==> src/rtl/ptts_pkg.sv <==
// ---------------------------------------------------------------------------
// Periodic task tick scheduler package
// Command and status codes and the fixed field widths of the scheduler ports.
// ---------------------------------------------------------------------------
package ptts_pkg;

    localparam int CMD_W  = 3;
    localparam int ID_W   = 6;
    localparam int TIME_W = 16;
    localparam int CFG_W  = 16;
    localparam int MASK_W = 64;
    localparam int STAT_W = 2;

    localparam logic [CMD_W-1:0] CMD_TICK    = 3'd0;
    localparam logic [CMD_W-1:0] CMD_CREATE  = 3'd1;
    localparam logic [CMD_W-1:0] CMD_SUSPEND = 3'd2;
    localparam logic [CMD_W-1:0] CMD_RESUME  = 3'd3;
    localparam logic [CMD_W-1:0] CMD_DELETE  = 3'd4;

    localparam logic [STAT_W-1:0] ST_OK    = 2'd0;
    localparam logic [STAT_W-1:0] ST_RANGE = 2'd1;
    localparam logic [STAT_W-1:0] ST_EMPTY = 2'd2;

endpackage

==> src/rtl/ptts_ram.sv <==
// ---------------------------------------------------------------------------
// Generic simple dual-port RAM
// One write port and one read port; the read data is registered.
// ---------------------------------------------------------------------------
module ptts_ram #(
    parameter int WIDTH = 32,
    parameter int DEPTH = 8
) (
    input  logic                                     i_clk,
    input  logic                                     i_we,
    input  logic [((DEPTH > 1) ? $clog2(DEPTH) : 1)-1:0] i_waddr,
    input  logic [WIDTH-1:0]                         i_wdata,
    input  logic [((DEPTH > 1) ? $clog2(DEPTH) : 1)-1:0] i_raddr,
    output logic [WIDTH-1:0]                         o_rdata
);

    logic [WIDTH-1:0] r_mem [DEPTH];
    logic [WIDTH-1:0] r_rdata;

    always_ff @(posedge i_clk) begin
        if (i_we) begin
            r_mem[i_waddr] <= i_wdata;
        end
        r_rdata <= r_mem[i_raddr];
    end

    assign o_rdata = r_rdata;

endmodule

==> src/rtl/periodic_task_tick_scheduler_top.sv <==
// ---------------------------------------------------------------------------
// Periodic task tick scheduler
// A table of periodic task slots; commands create, suspend, resume or delete
// a slot, and a tick counts every running slot down and reports which fired.
// ---------------------------------------------------------------------------
//
// Channel   Direction  Handshake               Payload
// input     in         i_in_valid / o_in_stall i_command, i_task_id,
//                                              i_first_delay, i_period
// result    out        o_out_valid / i_out_stall o_fired_mask, o_status
// config    in         i_cfg_we                i_cfg_data (tick step)
//
// A tick walks the slot RAM one slot per cycle: the read of slot k is issued
// while slot k-1 is written back, and the tick ends once the last slot has
// been written back; its result is then placed in the holding register.
// Create, suspend, resume and delete finish in the cycle they are accepted
// and their result is registered in the holding register.
// Reset (synchronous, active low) clears the present and ready flags, the
// output register and the tick step (back to one). The RAM is not cleared:
// a slot's delay and period are only used while it is present.
// One word is worked on at a time; a finished result waits in a holding
// register while the output register is stalled, and the input is stalled
// until that holding register has moved on.
// ---------------------------------------------------------------------------
module periodic_task_tick_scheduler_top
    import ptts_pkg::*;
#(
    parameter int TASK_SLOTS = 8,
    parameter int TIME_WIDTH = 16
) (
    input  logic              i_clk,
    input  logic              i_rst_n,
    input  logic              i_in_valid,
    output logic              o_in_stall,
    input  logic [CMD_W-1:0]  i_command,
    input  logic [ID_W-1:0]   i_task_id,
    input  logic [TIME_W-1:0] i_first_delay,
    input  logic [TIME_W-1:0] i_period,
    output logic              o_out_valid,
    input  logic              i_out_stall,
    output logic [MASK_W-1:0] o_fired_mask,
    output logic [STAT_W-1:0] o_status,
    input  logic              i_cfg_we,
    input  logic [CFG_W-1:0]  i_cfg_data
);

    localparam int IW = (TASK_SLOTS > 1) ? $clog2(TASK_SLOTS) : 1;
    localparam int RW = 2 * TIME_WIDTH;

    localparam logic S_IDLE = 1'b0;
    localparam logic S_TICK = 1'b1;

    // Control state.
    logic               r_state;
    logic               r_present [TASK_SLOTS];
    logic               r_ready   [TASK_SLOTS];
    logic [CFG_W-1:0]   r_tick_step;
    logic               r_rd_on;
    logic [IW-1:0]      r_rd_idx;
    logic               r_wb_valid;
    logic [IW-1:0]      r_wb_idx;
    logic [MASK_W-1:0]  r_mask;
    logic               r_pend;
    logic [MASK_W-1:0]  r_pend_mask;
    logic [STAT_W-1:0]  r_pend_status;
    logic               r_out_valid;
    logic [MASK_W-1:0]  r_out_mask;
    logic [STAT_W-1:0]  r_out_status;

    logic                  accept;
    logic                  id_ok;
    logic [IW-1:0]         id_idx;
    logic [STAT_W-1:0]     cmd_status;
    logic [TIME_WIDTH-1:0] step;
    logic [RW-1:0]         ram_rdata;
    logic [RW-1:0]         ram_wdata;
    logic [IW-1:0]         ram_waddr;
    logic [IW-1:0]         ram_raddr;
    logic                  ram_we;
    logic [TIME_WIDTH-1:0] rd_delay;
    logic [TIME_WIDTH-1:0] rd_period;
    logic                  wb_live;
    logic                  wb_fire;
    logic [TIME_WIDTH-1:0] n_delay;
    logic [MASK_W-1:0]     n_mask;
    logic                  out_free;

    // Handshakes.
    assign o_in_stall = !((r_state == S_IDLE) && !r_pend);
    assign accept     = i_in_valid && !o_in_stall;
    assign out_free   = !r_out_valid || !i_out_stall;

    assign id_ok  = ({1'b0, i_task_id} < (ID_W + 1)'(TASK_SLOTS));
    assign id_idx = IW'(i_task_id);
    assign step   = TIME_WIDTH'(r_tick_step);

    // Status of a non-tick command, worked out in the cycle it is accepted.
    always_comb begin
        cmd_status = ST_OK;
        case (i_command)
            CMD_TICK: begin
                cmd_status = ST_OK;
            end
            CMD_CREATE: begin
                cmd_status = id_ok ? ST_OK : ST_RANGE;
            end
            CMD_SUSPEND, CMD_RESUME, CMD_DELETE: begin
                if (!id_ok) begin
                    cmd_status = ST_RANGE;
                end else if (!r_present[id_idx]) begin
                    cmd_status = ST_EMPTY;
                end
            end
            default: begin
                cmd_status = ST_OK;
            end
        endcase
    end

    // Write-back side of the tick sweep: the delay either reloads from the
    // period or counts down, and both subtractions stop at zero.
    assign rd_delay  = ram_rdata[TIME_WIDTH-1:0];
    assign rd_period = ram_rdata[RW-1:TIME_WIDTH];
    assign wb_live   = r_wb_valid && r_present[r_wb_idx] && r_ready[r_wb_idx];
    assign wb_fire   = wb_live && (rd_delay == '0);

    always_comb begin
        if (rd_delay == '0) begin
            n_delay = (rd_period > step) ? (rd_period - step) : '0;
        end else begin
            n_delay = (rd_delay > step) ? (rd_delay - step) : '0;
        end
        n_mask = r_mask;
        if (wb_fire) begin
            n_mask = r_mask | (MASK_W'(1) << r_wb_idx);
        end
    end

    // Create and the tick write-back never fall in the same cycle.
    always_comb begin
        if (r_wb_valid) begin
            ram_we    = wb_live;
            ram_waddr = r_wb_idx;
            ram_wdata = {rd_period, n_delay};
        end else begin
            ram_we    = accept && (i_command == CMD_CREATE) && id_ok;
            ram_waddr = id_idx;
            ram_wdata = {TIME_WIDTH'(i_period), TIME_WIDTH'(i_first_delay)};
        end
        ram_raddr = (r_state == S_TICK) ? r_rd_idx : '0;
    end

    ptts_ram #(
        .WIDTH (RW),
        .DEPTH (TASK_SLOTS)
    ) u_slot_ram (
        .i_clk   (i_clk),
        .i_we    (ram_we),
        .i_waddr (ram_waddr),
        .i_wdata (ram_wdata),
        .i_raddr (ram_raddr),
        .o_rdata (ram_rdata)
    );

    // Slot flags, tick step and the sweep sequencer.
    always_ff @(posedge i_clk) begin
        if (!i_rst_n) begin
            r_state     <= S_IDLE;
            r_tick_step <= CFG_W'(1);
            r_rd_on     <= 1'b0;
            r_rd_idx    <= '0;
            r_wb_valid  <= 1'b0;
            r_wb_idx    <= '0;
            r_mask      <= '0;
            r_pend      <= 1'b0;
            for (int i = 0; i < TASK_SLOTS; i++) begin
                r_present[i] <= 1'b0;
                r_ready[i]   <= 1'b0;
            end
        end else begin
            if (i_cfg_we) begin
                r_tick_step <= i_cfg_data;
            end

            if (r_pend && out_free) begin
                r_pend <= 1'b0;
            end

            case (r_state)
                S_IDLE: begin
                    if (accept) begin
                        if (i_command == CMD_TICK) begin
                            r_state    <= S_TICK;
                            r_rd_on    <= 1'b1;
                            r_rd_idx   <= '0;
                            r_wb_valid <= 1'b0;
                            r_mask     <= '0;
                        end else begin
                            r_pend        <= 1'b1;
                            r_pend_mask   <= '0;
                            r_pend_status <= cmd_status;
                            if (id_ok && (cmd_status == ST_OK)) begin
                                case (i_command)
                                    CMD_CREATE: begin
                                        r_present[id_idx] <= 1'b1;
                                        r_ready[id_idx]   <= 1'b1;
                                    end
                                    CMD_SUSPEND: begin
                                        r_ready[id_idx] <= 1'b0;
                                    end
                                    CMD_RESUME: begin
                                        r_ready[id_idx] <= 1'b1;
                                    end
                                    CMD_DELETE: begin
                                        r_present[id_idx] <= 1'b0;
                                        r_ready[id_idx]   <= 1'b0;
                                    end
                                    default: begin
                                    end
                                endcase
                            end
                        end
                    end
                end
                S_TICK: begin
                    r_wb_valid <= r_rd_on;
                    r_wb_idx   <= r_rd_idx;
                    r_mask     <= n_mask;
                    if (r_rd_on) begin
                        if (r_rd_idx == IW'(TASK_SLOTS - 1)) begin
                            r_rd_on <= 1'b0;
                        end else begin
                            r_rd_idx <= r_rd_idx + IW'(1);
                        end
                    end else if (r_wb_valid) begin
                        // Last slot written back: the tick result is complete.
                        r_state       <= S_IDLE;
                        r_wb_valid    <= 1'b0;
                        r_pend        <= 1'b1;
                        r_pend_mask   <= n_mask;
                        r_pend_status <= ST_OK;
                    end
                end
                default: begin
                    r_state <= S_IDLE;
                end
            endcase
        end
    end

    // Output register.
    always_ff @(posedge i_clk) begin
        if (!i_rst_n) begin
            r_out_valid <= 1'b0;
        end else if (r_pend && out_free) begin
            r_out_valid <= 1'b1;
        end else if (!i_out_stall) begin
            r_out_valid <= 1'b0;
        end
    end

    always_ff @(posedge i_clk) begin
        if (r_pend && out_free) begin
            r_out_mask   <= r_pend_mask;
            r_out_status <= r_pend_status;
        end
    end

    assign o_out_valid  = r_out_valid;
    assign o_fired_mask = r_out_mask;
    assign o_status     = r_out_status;

endmodule

==> config.mk <==
export PLATFORM = sky130hd
export DESIGN_NAME = periodic_task_tick_scheduler_top
export DESIGN_NICKNAME = d
export VERILOG_FILES = /design/src/rtl/ptts_pkg.sv /design/src/rtl/ptts_ram.sv /design/src/rtl/periodic_task_tick_scheduler_top.sv
export SDC_FILE = /design/constraint.sdc
export NUM_CORES = 1
export LEC_CHECK = 0
export BUFFER_PORTS_ARGS = -buffer_cell sky130_fd_sc_hd__buf_2
export CAP_MARGIN = 10
export CORE_ASPECT_RATIO = 0.9
export CORE_MARGIN = 3
export CORE_UTILIZATION = 25
export CTS_CLUSTER_SIZE = 8
export DETAILED_ROUTE_END_ITERATION = 7
export PLACE_DENSITY = 0.37
export SLEW_MARGIN = 5
export SYNTH_ARGS = -nofsm -noshare
export SYNTH_HDL_FRONTEND = slang
export SYNTH_SLANG_ARGS = --single-unit
==> constraint.sdc <==
create_clock -name i_clk -period 18.7 [get_ports i_clk]
set_clock_uncertainty 0.1 [all_clocks]
set_input_delay 3.74 -clock i_clk [delete_from_list [all_inputs] [get_ports i_clk]]
set_output_delay 3.74 -clock i_clk [all_outputs]
set_load 0.05 [all_outputs]
# After elaboration in Yosys (flattened, before gate mapping)
# Memories as Yosys holds them, arrays and structs flattened. A register that Yosys moved wholly into a read port is not among the register bits.
# Index checks and enable logic that the tools add are counted.
# op_classes
n_addsub	3
magnitude_cmp	3
eq_ne	13
shifts	1
mux	97
n_bitwise	6
n_reduce_logical	23
# ops
operator	count
64-bit 2-to-1 mux	7
64-bit one-hot mux with 2 select lines	2
64-bit bitwise OR	1
1-bit by 3-bit << shifter with 64-bit output (first input constant)	1
1-bit 2-to-1 mux	59
16-bit 2-to-1 mux	3
3-bit 2-to-1 mux	12
16-bit greater-than comparator	2
32-bit 2-to-1 mux	1
16-bit subtractor	2
16-bit zero test	1
2-bit 2-to-1 mux	6
1-bit logical AND	9
2-bit by 1-bit != test with 1-bit output (second input constant)	4
2-bit != test (second input constant)	4
1-bit one-hot mux with 2 select lines	4
2-bit one-hot mux with 2 select lines	2
3-bit by 2-bit equality test with 1-bit output (second input constant)	2
3-bit equality test (second input constant)	2
6-bit by 4-bit < comparator with 1-bit output (second input constant)	1
3-bit one-hot mux with 2 select lines	1
5-bit AND reduction	1
1-bit zero test	4
1-bit bitwise OR	4
10 further kinds	11
# word_totals
reg_bits	223
mem_bits_rw	272
input_bits	62
output_inout_bits	68
elab_cells	162
memories	3
# mem_list
name	words	word_bits	read_ports	rd_ports_with_merged_regs	write_ports	line_no	source
u_slot_ram.r_mem	8	32	1	1	1	ptts_ram.sv:17	logic [WIDTH-1:0] r_mem [DEPTH];
r_present	8	1	2	1	8	periodic_task_tick_scheduler_top.sv:55	logic r_present [TASK_SLOTS];
r_ready	8	1	1	1	8	periodic_task_tick_scheduler_top.sv:56	logic r_ready [TASK_SLOTS];

# Longest topological paths before layout
# An unclocked memory read counts as a cell.
# depth
ltp_word	17
depth_mapped	14
depth_no_buf	12

# By module
# From an unflattened synthesis, not the netlist that was laid out.
# hier_totals
cells_unflattened	1349
area_unflattened_um2	21042.7
# by_module_without_submodules
mod	instances	cells_per_inst	area_each_um2	seq_area_each_um2
periodic_task_tick_scheduler_top	1	934	10576.4	6165.9
ptts_ram	1	415	10466.3	8328.0

# Worst setup path after synthesis
# No wires, ideal clock.
# synth_timing
path_type	input to register
start	input port i_out_stall
end	register r_out_mask[0] (netlist: o_fired_mask[0]), enable pin
setup_time_ns	0.590
arrival_ns	8.552
required_time_ns	18.010
setup_slack_ns	9.458
cell_stages	1
n_path_buf	0
cell_sequence	a21boi_0
# synth_via
elab_chain_cells	3
# synth_rtl
element	line_no	source
start: declaration	periodic_task_tick_scheduler_top.sv:40	input logic i_out_stall,
1-bit zero test	-	
1-bit logical OR	periodic_task_tick_scheduler_top.sv:91	assign out_free = !r_out_valid || !i_out_stall;
1-bit logical AND	periodic_task_tick_scheduler_top.sv:263	if (r_pend && out_free) begin
end signal: assignment	periodic_task_tick_scheduler_top.sv:264	r_out_mask <= r_pend_mask;
end: declaration	periodic_task_tick_scheduler_top.sv:67	logic [MASK_W-1:0] r_out_mask;
# No other way between the ends.
# A chain may end at the register's enable or synchronous reset.

# Worst setup path after layout
# layout_timing
start	input port i_rst_n
end	register r_pend_mask[48], enable pin
# layout_via
elab_chain_cells	1
# layout_rtl
element	line_no	source
start: declaration	periodic_task_tick_scheduler_top.sv:32	input logic i_rst_n,
5-bit AND reduction (no line)	-	
end signal: assignment	periodic_task_tick_scheduler_top.sv:240	r_pend_mask <= n_mask;
end: declaration	periodic_task_tick_scheduler_top.sv:64	logic [MASK_W-1:0] r_pend_mask;
# No other way between the ends.

==> results.yml <==
route:
  wl_per_cell_um: 19.7
  ant_nets: 0
  dr.first_iter.drc_count: 865
  dr.pass1.iters: 5
  via_per_inst: 4.42
  wl_um: 54900
  vias: 12400
  drc_errors: 0
placed_design:
  portBuffers: 129
  place_ws_ns: 11.56
  post_dp_cell_area_um2: 22800
  dp_hpwl_um: 33400
  gp_congestion: 0.767
pwr:
  p_clk_share_pct: 48.4
  p_per_area_nw_per_um2: 108
  p_sw_share_pct: 22.5
  switchingPower_uw: 610
  power_uw: 2720
  p_leak_uw: 0.00887
  seqPwrFrac_pct: 47.3
  peakVddDrop_uv: 58.7
  p_int_uw: 2110
  combPwrFrac_pct: 4.3
die:
  core_area_um2: 81900
  initial_core_util_pct: 25.5
  fp-row-count: 99
  die_w_um: 310
  die-area_um2: 86900
  die_h_um: 280
  boundaryPins: 130
global_routing:
  grt_pass1_vias: 12600
  antenna_found_initial: 3
  grt_usage_pct: 12.6
  grt.overflow.total: 0
  grt_pass1_wl_um: 82300
  grt_max_degree: 80
clock_tree:
  cts_buffer_depth: 3
  holdBufCountCts: 0
  clock_latency_ns: 0.62
  cts_root_buffer: "clkbuf_16"
  cts_tree: "yes"
  htree_levels: 3
  path_clk_slew_ns: 0.05
  cts_buffers: 77
  clock_sinks: 530
  cts_setup_buffers: 0
  cts_resized: 0
yosys:
  synth_seq_cells: 530
  synth_edf_count: 388
  yosysTopAreaCell: "edfxtp_1"
  seq_area_frac_synth_pct: 69.5
  yosysTopAreaCellShare_pct: 55.9
  synthCells: 1474
  ys.flop_type: "edfxtp_1"
  synth_nets: 1572
  synth.distinct_cells: 72
  async_reset_ff_share_pct: 0
  synthTopCellsByArea: "edfxtp_1 56%, dfxtp_1 14%, mux4_2 3.8%, o21ai_0 3.5%, a21oi_1 2.3%"
  synth_area_per_cell_um2: 14.1
  yosys_warnings: 0
  syn-cell-area_um2: 20900
critical_path:
  arrival_ns: 6.60
  crit_end: "r_pend_mask[48]"
  crit_path_start: "i_rst_n"
  end_kind: "register"
  startpoint_type: "primary input"
  critPathKind: "primary input to register"
  worstPathMaxFanout: 79
  critPathRequiredTime_ns: 18.84
  rr_worst_depth: 10
  r2r_start: "r_tick_step[0]"
  rrSetupSlack_ns: 14.47
  reg2reg_to: "u_slot_ram.r_mem[6][14]"
min_path:
  hp-class: "register to register"
timing:
  final-setup-viol-count: 0
  fmax_mhz: 155
  max_slew_margin_pct: 30.3
  tns_ns: 0
  worst_slew_pin_slew_ns: 1.05
  hold_viol: 0
  worst_slack_ns: 12.24
  maxSlewViolCount: 0
  finalCritPeriodShare_pct: 34.6
  hold_ws_ns: 0.310
  period_needed_ns: 6.46
  rsz0062_at_grt: "false"
final_layout:
  nFillCells: 8181
  area.growth.synth_to_final_pct: 20.6
  final_nets: 1718
  final_cell_area_um2: 25100
  layout-drive-gt1-share_pct: 19.3
job:
  cap_violations: 0
outcome:
  status: "complete, no violations"
[metrics by stage]
stage          std cells  utilization (%)
6_report            2793             30.7
5_1_grt             2792             30.7
4_1_cts             2792             30.7
3_5_place_dp        2652             27.8
3_3_place_gp        2652             27.8
2_1_floorplan       1474                -
[power groups by stage]
stage          clock (µW)  sequential (µW)  combinational, µW
4_1_cts              1360             1280                120
2_1_floorplan           0             1330               56.9
5_1_grt              1420             1280                128
6_report             1320             1280                117
3_3_place_gp            0             1310                118
3_5_place_dp            0             1310                119
[cells in the final DEF (no fill, tap or decap), types with 31 or more instances in the layout]
| master | n |
|---|---|
| a21oi_1 | 95 |
| and2_1 | 57 |
| and3_1 | 61 |
| buf_2 | 129 |
| clkbuf_1 | 53 |
| clkbuf_16 | 77 |
| dfxtp_1 | 139 |
| edfxtp_1 | 388 |
| ha_1 | 34 |
| inv_1 | 31 |
| mux4_2 | 35 |
| nand2_1 | 60 |
| nor2_1 | 69 |
| o21ai_0 | 144 |
| o22a_1 | 32 |
[sequential cells by signal (all words and copies together) (netlist names), named ones only]
name and flops:
o_fired_mask 64, r_pend 1, u_slot_ram.o_rdata 32, r_pend_mask 64, r_present 8, r_state 1
r_ready 8, r_wb_valid 1, r_pend_status 2, o_out_valid 1, r_rd_on 1, o_status 2
r_wb_idx 3, r_tick_step 16, r_mask 64, u_slot_ram.r_mem 256, r_rd_idx 3
[cell usage after synthesis, types with 4 or more instances]
master,count
nor2b_1,15
nand2b_1,12
nor4_1,5
buf_1,6
dfxtp_1,142
nand3_1,15
and2_1,57
clkbuf_1,61
nor3_1,8
o22a_1,32
a32o_1,8
a211o_1,5
buf_2,8
and3_1,61
xor2_1,8
a21o_1,10
nor2_1,78
o21ai_0,144
and4_1,4
xnor2_1,14
a22oi_2,8
a211oi_1,4
o21bai_1,4
a21oi_1,95
o21a_1,6
or3_1,4
edfxtp_1,388
inv_1,31
a31oi_1,10
mux2i_1,19
nand2_1,63
mux2_2,16
ha_1,34
nand4_1,5
mux4_2,35
a22oi_1,12
[worst max-delay path: stages]
cell and delay, ns:
buf_2 0.08, buf_4 0.58, clkinv_1 1.05, nor2_4 0.30
buf_4 0.70
[worst min path at each step]
stage,from,end,cells past startpoint
floorplan,r_pend_mask[0],o_fired_mask[0],0
global placement,r_pend_mask[23],o_fired_mask[23],0
detailed placement,r_pend_mask[17],o_fired_mask[17],0
CTS,r_pend_mask[49],o_fired_mask[49],0
global route,r_pend_mask[49],o_fired_mask[49],0
finish,r_pend_mask[53],o_fired_mask[53],0
[cell type report]
cell class,count,area (µm²),share of cell area (%)
sequential,530,14500,57.7
multi-input combinational,832,6010,23.9
clock buffer,130,2130,8.45
tap,1111,1390,5.53
timing repair buffer,147,781,3.11
clock inverter,10,219,0.871
inverter,32,120,0.478
antenna,1,2.50,0.00995
[metal layers]
layer	up-vias	GRT usage (%)	routed length (µm)
li1	5892	-	-
met1	6131	17.6	26000
met2	246	20.1	25600
met3	82	2.47	2180
met4	2	3.46	1150
met5	-	0	13
[cells by family (layout without fill, tap and decap cells)]
| group | after synthesis | in the layout | synth area share (%) |
|---|---|---|---|
| buf+inv | 112 | 319 | 2.17 |
| fa+ha+maj | 36 | 36 | 2.23 |
| mux | 70 | 70 | 5.56 |
| other cells | 0 | 1 | 0 |
| flops | 530 | 530 | 69.5 |
| simple gates | 341 | 341 | 8.60 |
| compound gates | 363 | 363 | 11.0 |
| xor+xnor | 22 | 22 | 0.924 |
Power figures use the tool's default switching activity.
